===== config.mk =====
export PLATFORM = sky130hd
export DESIGN_NAME = sawtc_seq
export DESIGN_NICKNAME = d
export VERILOG_FILES = /design/src/design/sawtc_pkg.sv /design/src/design/sawtc_seq.sv
export SDC_FILE = /design/constraint.sdc
export NUM_CORES = 1
export LEC_CHECK = 0
export BUFFER_PORTS_ARGS = -buffer_cell sky130_fd_sc_hd__clkbuf_2
export CAP_MARGIN = 20
export CORE_MARGIN = 1.5
export CORE_UTILIZATION = 30
export DETAILED_ROUTE_END_ITERATION = 6
export GPL_ROUTABILITY_DRIVEN = 0
export GPL_TIMING_DRIVEN = 0
export PLACE_DENSITY = 0.56
export SLEW_MARGIN = 20
export SYNTH_ARGS = -nofsm -noshare
export SYNTH_HDL_FRONTEND = slang
export SYNTH_SLANG_ARGS = --single-unit
export TNS_END_PERCENT = 50

===== constraint.sdc =====
create_clock -name clk -period 4.2 [get_ports clk]
set_clock_uncertainty 0.1 [all_clocks]
set_input_delay 0.84 -clock clk [delete_from_list [all_inputs] [get_ports clk]]
set_output_delay 0.84 -clock clk [all_outputs]
set_load 0.1 [all_outputs]

===== src/design/sawtc_pkg.sv =====
// shared constants, types and the control program of the write-through cache
package sawtc_pkg;

    // cache and memory geometry
    localparam int CACHE_LINES    = 8;
    localparam int WORDS_PER_LINE = 16;
    localparam int MEMORY_BLOCKS  = 16;
    localparam int WORD_BITS      = 32;

    localparam int LINE_BITS   = $clog2(CACHE_LINES);
    localparam int OFF_BITS    = $clog2(WORDS_PER_LINE);
    localparam int BLK_BITS    = $clog2(MEMORY_BLOCKS);
    localparam int SETS        = CACHE_LINES / 2;
    localparam int SET_BITS    = $clog2(SETS);
    localparam int LRAM_DEPTH  = CACHE_LINES * WORDS_PER_LINE;
    localparam int LRAM_ABITS  = LINE_BITS + OFF_BITS;
    localparam int STORE_DEPTH = MEMORY_BLOCKS * WORDS_PER_LINE;
    localparam int STORE_ABITS = BLK_BITS + OFF_BITS;

    // result field widths
    localparam int LINE_FIELD_BITS = 3;
    localparam int COUNT_BITS      = 16;
    localparam logic [COUNT_BITS-1:0] COUNT_MAX = '1;

    // victim lfsr and backing store reset pattern
    localparam logic [15:0] LFSR_SEED  = 16'hACE1;
    localparam int          RESET_STEP = 10;

    // sequencer steps
    typedef enum logic [2:0] {
        ST_IDLE     = 3'd0,
        ST_RH_RD    = 3'd1,
        ST_RH_EMIT  = 3'd2,
        ST_RM_ALLOC = 3'd3,
        ST_RM_FILL  = 3'd4,
        ST_RM_EMIT  = 3'd5,
        ST_WH       = 3'd6,
        ST_WM       = 3'd7
    } step_t;

    // how the step counter moves on
    typedef enum logic [1:0] {
        JMP_NEXT     = 2'd0,
        JMP_GOTO     = 2'd1,
        JMP_DISPATCH = 2'd2,
        JMP_LOOP     = 2'd3
    } jump_t;

    // source of the result word
    typedef enum logic [1:0] {
        WSRC_LINE = 2'd0,
        WSRC_FILL = 2'd1,
        WSRC_VAL  = 2'd2
    } wsrc_t;

    // which hit/miss counter an access bumps
    typedef enum logic [1:0] {
        CNT_RH = 2'd0,
        CNT_RM = 2'd1,
        CNT_WH = 2'd2,
        CNT_WM = 2'd3
    } cnt_sel_t;

    // access codes
    localparam logic OP_READ  = 1'b0;
    localparam logic OP_WRITE = 1'b1;

    // one control word
    typedef struct packed {
        logic     accept;
        logic     alloc;
        logic     mem_rd;
        logic     fill_wr;
        logic     line_rd;
        logic     store_wr;
        logic     line_wr;
        logic     emit;
        wsrc_t    wsrc;
        cnt_sel_t csel;
        jump_t    jmp;
        step_t    target;
    } ctrl_t;

    // conditions the sequencer branches on
    typedef struct packed {
        logic in_valid;
        logic slot_free;
        logic opcode;
        logic hit;
        logic cnt_last;
    } seq_cond_t;

    // control program
    function automatic ctrl_t ucode_word(input step_t s);
        ctrl_t w;
        w = '0;
        case (s)
            ST_IDLE:
            begin
                w.accept = 1'b1;
                w.jmp    = JMP_DISPATCH;
            end
            ST_RH_RD:
            begin
                w.line_rd = 1'b1;
                w.jmp     = JMP_NEXT;
            end
            ST_RH_EMIT:
            begin
                w.emit   = 1'b1;
                w.wsrc   = WSRC_LINE;
                w.csel   = CNT_RH;
                w.jmp    = JMP_GOTO;
                w.target = ST_IDLE;
            end
            ST_RM_ALLOC:
            begin
                w.alloc  = 1'b1;
                w.mem_rd = 1'b1;
                w.jmp    = JMP_NEXT;
            end
            ST_RM_FILL:
            begin
                w.fill_wr = 1'b1;
                w.mem_rd  = 1'b1;
                w.jmp     = JMP_LOOP;
            end
            ST_RM_EMIT:
            begin
                w.fill_wr = 1'b1;
                w.emit    = 1'b1;
                w.wsrc    = WSRC_FILL;
                w.csel    = CNT_RM;
                w.jmp     = JMP_GOTO;
                w.target  = ST_IDLE;
            end
            ST_WH:
            begin
                w.store_wr = 1'b1;
                w.line_wr  = 1'b1;
                w.emit     = 1'b1;
                w.wsrc     = WSRC_VAL;
                w.csel     = CNT_WH;
                w.jmp      = JMP_GOTO;
                w.target   = ST_IDLE;
            end
            ST_WM:
            begin
                w.store_wr = 1'b1;
                w.emit     = 1'b1;
                w.wsrc     = WSRC_VAL;
                w.csel     = CNT_WM;
                w.jmp      = JMP_GOTO;
                w.target   = ST_IDLE;
            end
            default:
            begin
                w.jmp    = JMP_GOTO;
                w.target = ST_IDLE;
            end
        endcase
        return w;
    endfunction

    // backing store word before any write: offset plus ten times block
    function automatic logic [WORD_BITS-1:0] reset_word(input logic [STORE_ABITS-1:0] addr);
        logic [WORD_BITS-1:0] blk;
        logic [WORD_BITS-1:0] off;
        blk = WORD_BITS'(addr[STORE_ABITS-1:OFF_BITS]);
        off = WORD_BITS'(addr[OFF_BITS-1:0]);
        return off + blk * WORD_BITS'(RESET_STEP);
    endfunction

endpackage


===== src/design/sawtc_seq.sv =====
// microcode sequencer: step counter, control store lookup and branching
module sawtc_seq
    import sawtc_pkg::*;
(
    input  logic      clk,
    input  logic      rst_n,
    input  seq_cond_t cond,
    output ctrl_t     ctrl
);

    step_t step_reg;
    step_t step_next;
    logic  hold;

    // control word of the current step
    always_comb
    begin
        ctrl = ucode_word(step_reg);
    end

    // next step: wait for an item or a free result slot, else branch
    always_comb
    begin
        hold      = (ctrl.accept && !cond.in_valid) || (ctrl.emit && !cond.slot_free);
        step_next = step_reg;
        if (!hold)
        begin
            case (ctrl.jmp)
                JMP_NEXT:
                    step_next = step_t'(step_reg + 3'd1);
                JMP_GOTO:
                    step_next = ctrl.target;
                JMP_DISPATCH:
                begin
                    if (cond.opcode == OP_WRITE)
                        step_next = cond.hit ? ST_WH : ST_WM;
                    else
                        step_next = cond.hit ? ST_RH_RD : ST_RM_ALLOC;
                end
                JMP_LOOP:
                    step_next = cond.cnt_last ? step_t'(step_reg + 3'd1) : step_reg;
                default:
                    step_next = ST_IDLE;
            endcase
        end
    end

    // step counter
    always_ff @(posedge clk or negedge rst_n)
    begin
        if (!rst_n)
            step_reg <= ST_IDLE;
        else
            step_reg <= step_next;
    end

endmodule


# After elaboration in Yosys (flattened, before gate mapping)
# Cells that the tools add are included.
# W data, S select, Z words.
word_totals:
  input_bits: 7
  elab_cells: 41
  ramBits: 0
  romBits: 0
  n_memories: 0
  out_inout_bits: 17
  latchBits: 0
  reg_bits: 3
op_classes:
  shifts: 0
  reduce_logical: 13
  muxes: 14
  n_lt_le_gt_ge: 0
  div: 0
  bitwise_logic: 1
  n_mul: 0
  n_eq_ne: 11
  add_sub_neg: 1
ops:
  columns: ["cell", "count"]
  rows:
  - ["$pmux W5 S4", 1]
  - ["$eq A3 B3 Y1 const B", 4]
  - ["$pmux W3 S4", 1]
  - ["$mux W1", 8]
  - ["$pmux W2 S4", 1]
  - ["$reduce_or A2 Y1", 4]
  - ["$eq A3 B2 Y1 const B", 2]
  - ["$mux W3", 2]
  - ["$eq A2 B2 Y1 const B", 2]
  - ["$reduce_or A4 Y1", 1]
  - ["$add A3 B1 Y3 const B", 1]
  - ["$eq A3 B1 Y1 const B", 1]
  - ["$logic_not A3 Y1", 1]
  - ["$eq A2 B1 Y1 const B", 1]
  - ["$logic_and A1 B1 Y1", 2]
  - ["$logic_not A1 Y1", 2]
  - ["$logic_not A2 Y1", 1]
  - ["$mux W2", 1]
  - ["$ne A2 B2 Y1 const B", 1]
  - ["$reduce_and A2 Y1", 1]
  - ["$logic_or A1 B1 Y1", 1]
  - ["$not A1 Y1", 1]

# Logic depth before layout (Yosys ltp)
# Gate-level depths: netlist (run 1).
depth:
  depth_word: 6
  mapped_depth: 9
  ltp_nobuf: 9

# Worst setup path after synthesis (run 1)
# Ideal clock, no wire load.
synth_timing:
  kind: "register to output"
  start: "register step_reg[0]"
  end: "output port ctrl[8] (netlist name)"
  path_stages_with_launch: 7
  required_ps: 3260
  arrival_time_ps: 2956
  path_slack_ps: 304
  n_path_buf: 1
  cell_sequence: "dfrtp_1 -> inv_1 -> ha_1 -> and2_2 -> or2_2 -> and2_1 -> buf_4"
synth_rtl:
  columns: ["element", "line_no", "source"]
  rows:
  - ["from (decl)", "sawtc_seq.sv:11", "step_t step_reg;"]
  - ["from (signal assigned)", "sawtc_seq.sv:54", "step_reg <= step_next;"]
  - ["to (decl)", "sawtc_seq.sv:8", "output ctrl_t ctrl"]

==> run_results.csv, run 1 <==
group,metric,value,unit
floorplanning,start_util,32.0,%
global_routing,antenna_found_initial,0,
synthesis,netlist.area_leader.share,24.0,%
global_routing,grt_overflow,0,
floorplanning,fp.dieH,40.3,um
drt,remaining_drc_errors,0,
cts,clock_latency,0.23,ns
cts,cts_tree,"built",
sta,hold_viol_final,0,
cells_and_area,antennaDiodeCount,0,
drt,first_pass_iters,4,
flow_run,cap_viol_max_count,0,
floorplanning,placementRows,13,
synthesis,syn_inst,52,
sta,worst_slew_pin_slew,0.541,ns
floorplanning,die_area,1620,um^2
sta,drv_slew,0,
drt,drt_iter0_drc,1,
cts,numCtsBuffers,3,
cells_and_area,largest_reg_flops,3,
drt,vias,395,
synthesis,yosysWarnings,0,
synthesis,synthTopCellsByArea,"ha_1, dfrtp_1, buf_4",
synthesis,ys_ff_latch,3,
synthesis,netlist.top_cell.by_area,"ha_1",
global_routing,grt_pass1_vias,297,
cts,cts.htree.levels,1,
cts,cts_root_buf,"clkbuf_4",
global_routing,grt_max_degree,11,
sta,finalSetupViolCount,0,
cells_and_area,seq_area,75.1,um^2
floorplanning,io_pins,24,
floorplanning,core_area,1300,um^2
sta,fmax,0.329,GHz
cells_and_area,multi_input_area,293,um^2
synthesis,synthArstFlopShare,100,%
worst_setup_path,required,3.26,ns
synthesis,synth-edff-count,0,
synthesis,synth_commonest_cells,"ha_1, inv_1, a21oi_1, nand2_1, buf_4",
synthesis,synth_area,417,um^2
floorplanning,fp.dieW,40.3,um
cts,clock_path_buffers,2,
sta,rsz0062_at_grt,"false",
cts,cts.clk_slew.worst_paths,0.04,ns
synthesis,yosysMostFrequentCell,"ha_1",
drt,routed_wl,760,um
cells_and_area,drive_gt1_share,42.3,%
cts,post_cts_resize_count,0,
place,port_buffers,20,
cts,cts_sinks,3,
cells_and_area,fin_nets,94,
worst_setup_path,crit_fanout,6,
worst_setup_path,critPathLaunchType,"flop",
cells_and_area,area_growth,36.6,%
worst_setup_path,end_kind,"output pin",
place,detailed_place_hpwl,658,um
synthesis,synth_ff_type,"dfrtp_1",
drt,wl_per_cell,8.17,um
hold_path,min_path_type,"input pin to async pin",
worst_setup_path,cp_data_arrival_time,2.10,ns
drt,detail-route-antenna-nets,0,
synthesis,ys_seq_area_share,18.0,%
run_status,outcome,"complete, no violations",
worst_setup_path,critPathKind,"flop to output pin",
global_routing,grt.total_usage,11.1,%
cts,post-cts-setup-buffer-count,0,
drt,viasPerCell,4.25,
cts,ctsHoldBuffers,0,
sta,final.min_clock_period,3.04,ns
synthesis,avgSynthCellArea,8.01,um^2
synthesis,synth.distinct_cells,21,
cells_and_area,fillers,143,
global_routing,grt_pass1_wl,1.15,mm
sta,slew_headroom,64.1,%
sta,post-route-period-util,72.4,%
sta,fin_tns_setup,0,ns
==> routing by layer <==
layer | part of all wire [%] | vias to the layer above | track usage, %
met1 | 48 | 163 | 14.1
li1 | - | 218 | -
met4 | 0 | 0 | 7.50
met2 | 44 | 14 | 14.9
met3 | 7.9 | 0 | 5.00
met5 | 0 | - | 0
==> final timing paths <==
kind,start,endpoint,slack [ns],depth (start not counted)
max reg2reg,step_reg[0],step_reg[1],2.02,8
min,rst_n,step_reg[2],0.30,1
min in group clk,step_reg[1],step_reg[1],0.51,1
max in group asynchronous,rst_n,step_reg[0],3.59,1
min reg2reg,step_reg[1],step_reg[1],0.51,1
max,step_reg[0],ctrl[8],1.16,7
==> per-stage QoR <==
| stage | area (um^2) | util, % | hold slack (ns) | setup WS (ns) | instances |
|---|---|---|---|---|---|
| after floorplan | 424 | - | 0.444 | 0.304 | 54 |
| after global placement | 543 | 41.7 | 0.504 | 1.40 | 89 |
| after detailed placement | 543 | 41.7 | 0.504 | 1.37 | 89 |
| after CTS | 569 | 43.8 | 0.288 | 1.13 | 93 |
| after global routing | 569 | 43.8 | 0.291 | 1.05 | 93 |
| final | 569 | 43.8 | 0.298 | 1.16 | 93 |
==> cell type report <==
type,instances,share of cell area (%)
buffer,4,5.27
clock buffer,4,4.62
inverter,7,4.62
multi-input combinational,40,51.4
sequential,3,13.2
tap,15,3.30
timing repair buffer,20,17.6
==> cells in the final DEF, fill, tap and decap left out, drive strengths merged, types with 3 or more instances in the layout <==
master | Yosys | final
clkbuf | 0 | 24
ha | 8 | 8
inv | 7 | 7
a21oi | 5 | 5
nand2 | 5 | 5
buf | 4 | 4
nor2 | 3 | 3
conb | 1 | 3
dfrtp | 3 | 3
==> critical path: stages (launching register included) <==
cell and delay (ns):
dfrtp_1 0.44, inv_1 0.11, ha_1 0.20, and2_2 0.19, or2_2 0.28, and2_1 0.17
buf_4 0.12, clkbuf_2 0.36
==> kinds of logic (layout without fill, tap and decap cells) <==
kind of cell             count (synthesis)  count (layout)  synth area share, %
AND/OR/NAND/NOR                         18              18                 24.3
buffers and inverters                   11              35                 13.5
AO/OA/AOI/OAI                            9               9                 14.1
adder cells (fa/ha/maj)                  8               8                 24.0
flip-flops                               3               3                 18.0
multiplexers                             2               2                 5.11
other                                    1               3                0.900
Power of run 1 is left out: the tool's default activity adds up to more than one toggle a clock period on the data nets, which glitch-free logic cannot reach.
==> run 2, diff against run 1 <==
--- a/config.mk
+++ b/config.mk
@@ -12,7 +12,7 @@
 export DETAILED_ROUTE_END_ITERATION = 6
 export GPL_ROUTABILITY_DRIVEN = 0
 export GPL_TIMING_DRIVEN = 0
-export PLACE_DENSITY = 0.56
+export PLACE_DENSITY = 0.59
 export SLEW_MARGIN = 20
 export SYNTH_ARGS = -nofsm -noshare
 export SYNTH_HDL_FRONTEND = slang
==> constraint.sdc (replaced) <==
create_clock -name clk -period 2.59 [get_ports clk]
set_clock_uncertainty 0.1 [all_clocks]
set_input_delay 0.518 -clock clk [delete_from_list [all_inputs] [get_ports clk]]
set_output_delay 0.518 -clock clk [all_outputs]
set_load 0.1 [all_outputs]
==> run 2 against run 1 <==
Effect of this change:
- design area grew 15%
- wire length rose by 13%
- global-route usage grew 0.86 points
- core utilization rose by 6.7 points
- first-iteration DRC count grew to 5.0 times the previous value
- die area is the same
- worst hold slack improved by 0.23 ns
- non-clock buffer count increased by 1
- critical path depth down 1
- sequential share of layout area decreased by 1.6 points
- critical endpoint unchanged
- register-to-register slack worse by 1.6 ns
- sequential cell count stayed put
==> run_results.csv, run 2 (same netlist as run 1, synthesis figures left out) <==
group,metric,value,unit
global_routing,grt_pass1_vias,332,
sta,slew_headroom,63.9,%
sta,finalSetupViolCount,0,
drt,drt_iter0_drc,5,
drt,detail-route-antenna-nets,0,
cts,cts.clk_slew.worst_paths,0.03,ns
sta,drv_slew,0,
sta,hold_viol_final,0,
worst_setup_path,required,1.97,ns
global_routing,antenna_found_initial,0,
cells_and_area,antennaDiodeCount,0,
global_routing,grt_overflow,0,
drt,vias,405,
place,pre_cts_ws,0.193,ns
run_status,outcome,"complete, no violations",
drt,viasPerCell,4.31,
floorplanning,fp.dieW,40.3,um
hold_path,min_path_type,"input pin to async pin",
floorplanning,start_util,32.0,%
cts,post-cts-setup-buffer-count,0,
worst_setup_path,critPathLaunchType,"flop",
cts,numCtsBuffers,3,
cells_and_area,seq_area,76.3,um^2
flow_run,cap_viol_max_count,0,
cts,cts_root_buf,"clkbuf_4",
sta,fin_ws,0.0921,ns
cts,cts_tree,"built",
sta,final.min_clock_period,2.50,ns
global_routing,grt_max_degree,11,
cts,cts.htree.levels,1,
sta,fmax,0.400,GHz
cells_and_area,multi_input_area,359,um^2
cts,cts_sinks,3,
cells_and_area,final_cell_mix,"clkbuf_2, ha_1, nand2_1, buf_4",
global_routing,grt_pass1_wl,1.35,mm
cts,clock_latency,0.23,ns
worst_setup_path,critPathKind,"flop to output pin",
worst_setup_path,end_kind,"output pin",
sta,worst_slew_pin_slew,0.544,ns
cells_and_area,fillers,135,
floorplanning,die_area,1620,um^2
cells_and_area,area_growth,57.7,%
cells_and_area,largest_reg_flops,3,
worst_setup_path,crit_fanout,6,
floorplanning,io_pins,24,
cells_and_area,drive_gt1_share,54.4,%
floorplanning,fp.dieH,40.3,um
place,port_buffers,20,
drt,routed_wl,856,um
global_routing,grt.total_usage,12.0,%
sta,rsz0062_at_grt,"false",
cts,clock_path_buffers,2,
worst_setup_path,cp_data_arrival_time,1.88,ns
floorplanning,core_area,1300,um^2
sta,post-route-period-util,96.4,%
drt,first_pass_iters,3,
drt,wl_per_cell,9.11,um
drt,remaining_drc_errors,0,
cells_and_area,fin_nets,95,
floorplanning,placementRows,13,
cells_and_area,final_common_cell,"clkbuf_2",
run 2: final timing paths:
kind                              from     endpoint  slack [ns]  depth (start not counted)
setup / recovery           step_reg[0]      ctrl[8]        0.09                          6
hold / removal                   rst_n  step_reg[1]        0.53                          2
setup reg to reg           step_reg[2]  step_reg[1]        0.44                          8
hold reg to reg            step_reg[0]  step_reg[0]        0.53                          1
max in group asynchronous        rst_n  step_reg[0]        1.74                          2
min in group clk           step_reg[0]  step_reg[0]        0.53                          1
run 2: final cells by class:
type	count	share of cell area (%)
Inverter	7	5.14
Clock buffer	4	4.00
Multi-Input combinational cell	40	54.7
Tap cell	15	2.86
Timing Repair Buffer	21	17.1
Buffer	4	4.57
Sequential cell	3	11.6
run 2: metal layers:
metal | routed length, um | track usage (%) | share of wire, % | up-vias
li1 | - | - | - | 218
met1 | 380 | 16.2 | 44 | 174
met2 | 410 | 18.1 | 48 | 13
met3 | 65 | 6.11 | 7.6 | 0
met4 | 0 | 0 | 0 | 0
met5 | 0 | 0 | 0 | -
run 2: stage by stage:
step	area [um^2]	utilization (%)	hold WS, ns	std cells	setup TNS [ns]
floorplan	499	-	0.122	54	-2.24
global placement	618	47.5	0.215	89	0
detailed placement	618	47.5	0.217	89	0
CTS	657	50.5	0.521	94	0
global route	657	50.5	0.521	94	0
finish	657	50.5	0.527	94	0
run 2: critical path: stages, from the launching register on:
cell     delay, ns
dfrtp_2       0.46
ha_1          0.25
ha_1          0.20
or2_4         0.25
and2_4        0.15
buf_4         0.12
buf_4         0.22
run 2: timing repair:
item | CTS | global route
gates resized for setup | 1 | 3
hold endpoints to repair | 3 | 0
setup endpoints to repair | 1 | 3
hold buffers | 1 | 0
Power of run 2 is left out for the same reason.
==> run 3, diff against run 2 <==
--- a/config.mk
+++ b/config.mk
@@ -9,6 +9,7 @@
 export CAP_MARGIN = 20
 export CORE_MARGIN = 1.5
 export CORE_UTILIZATION = 30
+export CTS_BUF_LIST = sky130_fd_sc_hd__clkbuf_2 sky130_fd_sc_hd__clkbuf_4 sky130_fd_sc_hd__clkbuf_8
 export DETAILED_ROUTE_END_ITERATION = 6
 export GPL_ROUTABILITY_DRIVEN = 0
 export GPL_TIMING_DRIVEN = 0
==> run 3 against run 2 <==
Effect of this change:
- worst hold slack got worse by 0.00099 ns
- via count is the same
- wire length rose by 0.47%
- global-route usage unchanged
- cell count unchanged
- design area grew 0.57%
- critical path depth unchanged
- non-clock buffer count unchanged
- sequential share of layout area shrank 0.066 points
- count of clock-buffer cells in the layout unchanged
- core utilization is 0.29 points higher
==> run_results.csv, run 3 (same netlist as run 1, synthesis figures left out) <==
group,metric,value,unit
sta,fmax,0.400,GHz
drt,wl_per_cell,9.15,um
cts,post-cts-setup-buffer-count,0,
worst_setup_path,crit_start,"step_reg[0]",
floorplanning,io_pins,24,
cells_and_area,area_growth,58.6,%
sta,fin_ws,0.0920,ns
place,port_buffers,20,
cts,clock_path_buffers,2,
drt,highest_layer,"met3",
drt,drt_iter0_drc,5,
global_routing,grt_pass1_vias,332,
drt,routed_wl,860,um
place,dpl.cell_count,89,
cells_and_area,instances_no_fill,94,
drt,viasPerCell,4.31,
run_status,outcome,"complete, no violations",
flow_run,cap_viol_max_count,0,
cells_and_area,drive_gt1_share,55.7,%
cts,cts_root_buf,"clkbuf_4",
sta,hold_viol_final,0,
cts,numCtsBuffers,3,
floorplanning,placementRows,13,
hold_path,min_path_type,"input pin to async pin",
worst_setup_path,critPathLaunchType,"flop",
floorplanning,die_area,1620,um^2
sta,final.min_clock_period,2.50,ns
worst_setup_path,cp_data_arrival_time,1.88,ns
sta,slew_headroom,63.9,%
cts,cts.htree.levels,1,
drt,detail-route-antenna-nets,0,
cells_and_area,fin_nets,95,
worst_setup_path,required,1.97,ns
floorplanning,start_util,32.0,%
global_routing,grt_max_degree,11,
floorplanning,core_area,1300,um^2
sta,rsz0062_at_grt,"false",
worst_setup_path,end_kind,"output pin",
cts,cts_sinks,3,
cts,cts.clk_slew.worst_paths,0.04,ns
cells_and_area,antennaDiodeCount,0,
floorplanning,fp.dieH,40.3,um
place,pre_cts_ws,0.193,ns
drt,wl_met3,65,um
cts,cts_tree,"built",
drt,remaining_drc_errors,0,
worst_setup_path,rr_startpoint,"step_reg[2]",
cells_and_area,final_cell_mix,"clkbuf_2, ha_1, nand2_1, buf_4",
drt,wl_met2,413,um
worst_setup_path,crit_fanout,6,
worst_setup_path,worstRegToRegCells,8,
cells_and_area,final_common_cell,"clkbuf_2",
sta,post-route-period-util,96.4,%
drt,routedLengthMet1,380,um
worst_setup_path,reg2reg_to,"step_reg[1]",
cells_and_area,fillers,133,
worst_setup_path,r2r_slack,0.44,ns
sta,drv_slew,0,
global_routing,grt.total_usage,12.0,%
global_routing,grt_overflow,0,
sta,worst_slew_pin_slew,0.544,ns
global_routing,grt_pass1_wl,1.35,mm
drt,first_pass_iters,3,
sta,finalSetupViolCount,0,
cts,clock_latency,0.23,ns
drt,vias,405,
cells_and_area,largest_reg_flops,3,
worst_setup_path,critPathKind,"flop to output pin",
global_routing,antenna_found_initial,0,
floorplanning,fp.dieW,40.3,um
[run 3: cell types whose count changed in the layout (fill, tap and decap cells not counted)]
cell | before | now
clkbuf_1 | 1 | 0
clkbuf_4 | 3 | 4
[run 3: worst max-delay path by stage]
stage / endpoint / depth (start not counted)
after floorplan: step_reg[1] / 8
after global placement: ctrl[8] / 7
after detailed placement: ctrl[8] / 6
after CTS: ctrl[8] / 6
after global routing: ctrl[8] / 7
final: ctrl[8] / 6
[run 3: repair_timing]
item,in CTS,in global routing
hold endpoints to repair,3,0
resized for setup,1,3
setup endpoints to repair,1,3
hold buffers,1,0
[run 3: cell type report]
cell class | count | area (um^2) | share of cell area [%]
multi-input cells | 40 | 359 | 54.4
plain buffers | 4 | 30.0 | 4.55
well taps | 15 | 18.8 | 2.84
inverters | 7 | 33.8 | 5.11
clock buffers | 4 | 30.0 | 4.55
repair buffers | 21 | 113 | 17.0
flip-flops and latches | 3 | 76.3 | 11.6
[run 3: routing by layer]
| metal | vias to the layer above | global-route usage, % |
|---|---|---|
| li1 | 217 | - |
| met1 | 175 | 16.2 |
| met2 | 13 | 18.1 |
| met3 | 0 | 6.11 |
| met4 | 0 | 0 |
| met5 | - | 0 |
[run 3: critical path, cell delays in order (launching register included)]
cell     delay (ns)
dfrtp_2        0.46
ha_1           0.25
ha_1           0.20
or2_4          0.25
and2_4         0.15
buf_4          0.12
buf_4          0.22
[run 3: through the flow]
stage               hold WS (ns)  setup TNS, ns  cell area, um^2  util (%)
finish                     0.526              0              661      50.8
global route               0.521              0              661      50.8
floorplan                  0.122          -2.24              499         -
detailed placement         0.217              0              618      47.5
CTS                        0.520              0              661      50.8
global placement           0.215              0              618      47.5
Power of run 3 is left out for the same reason.
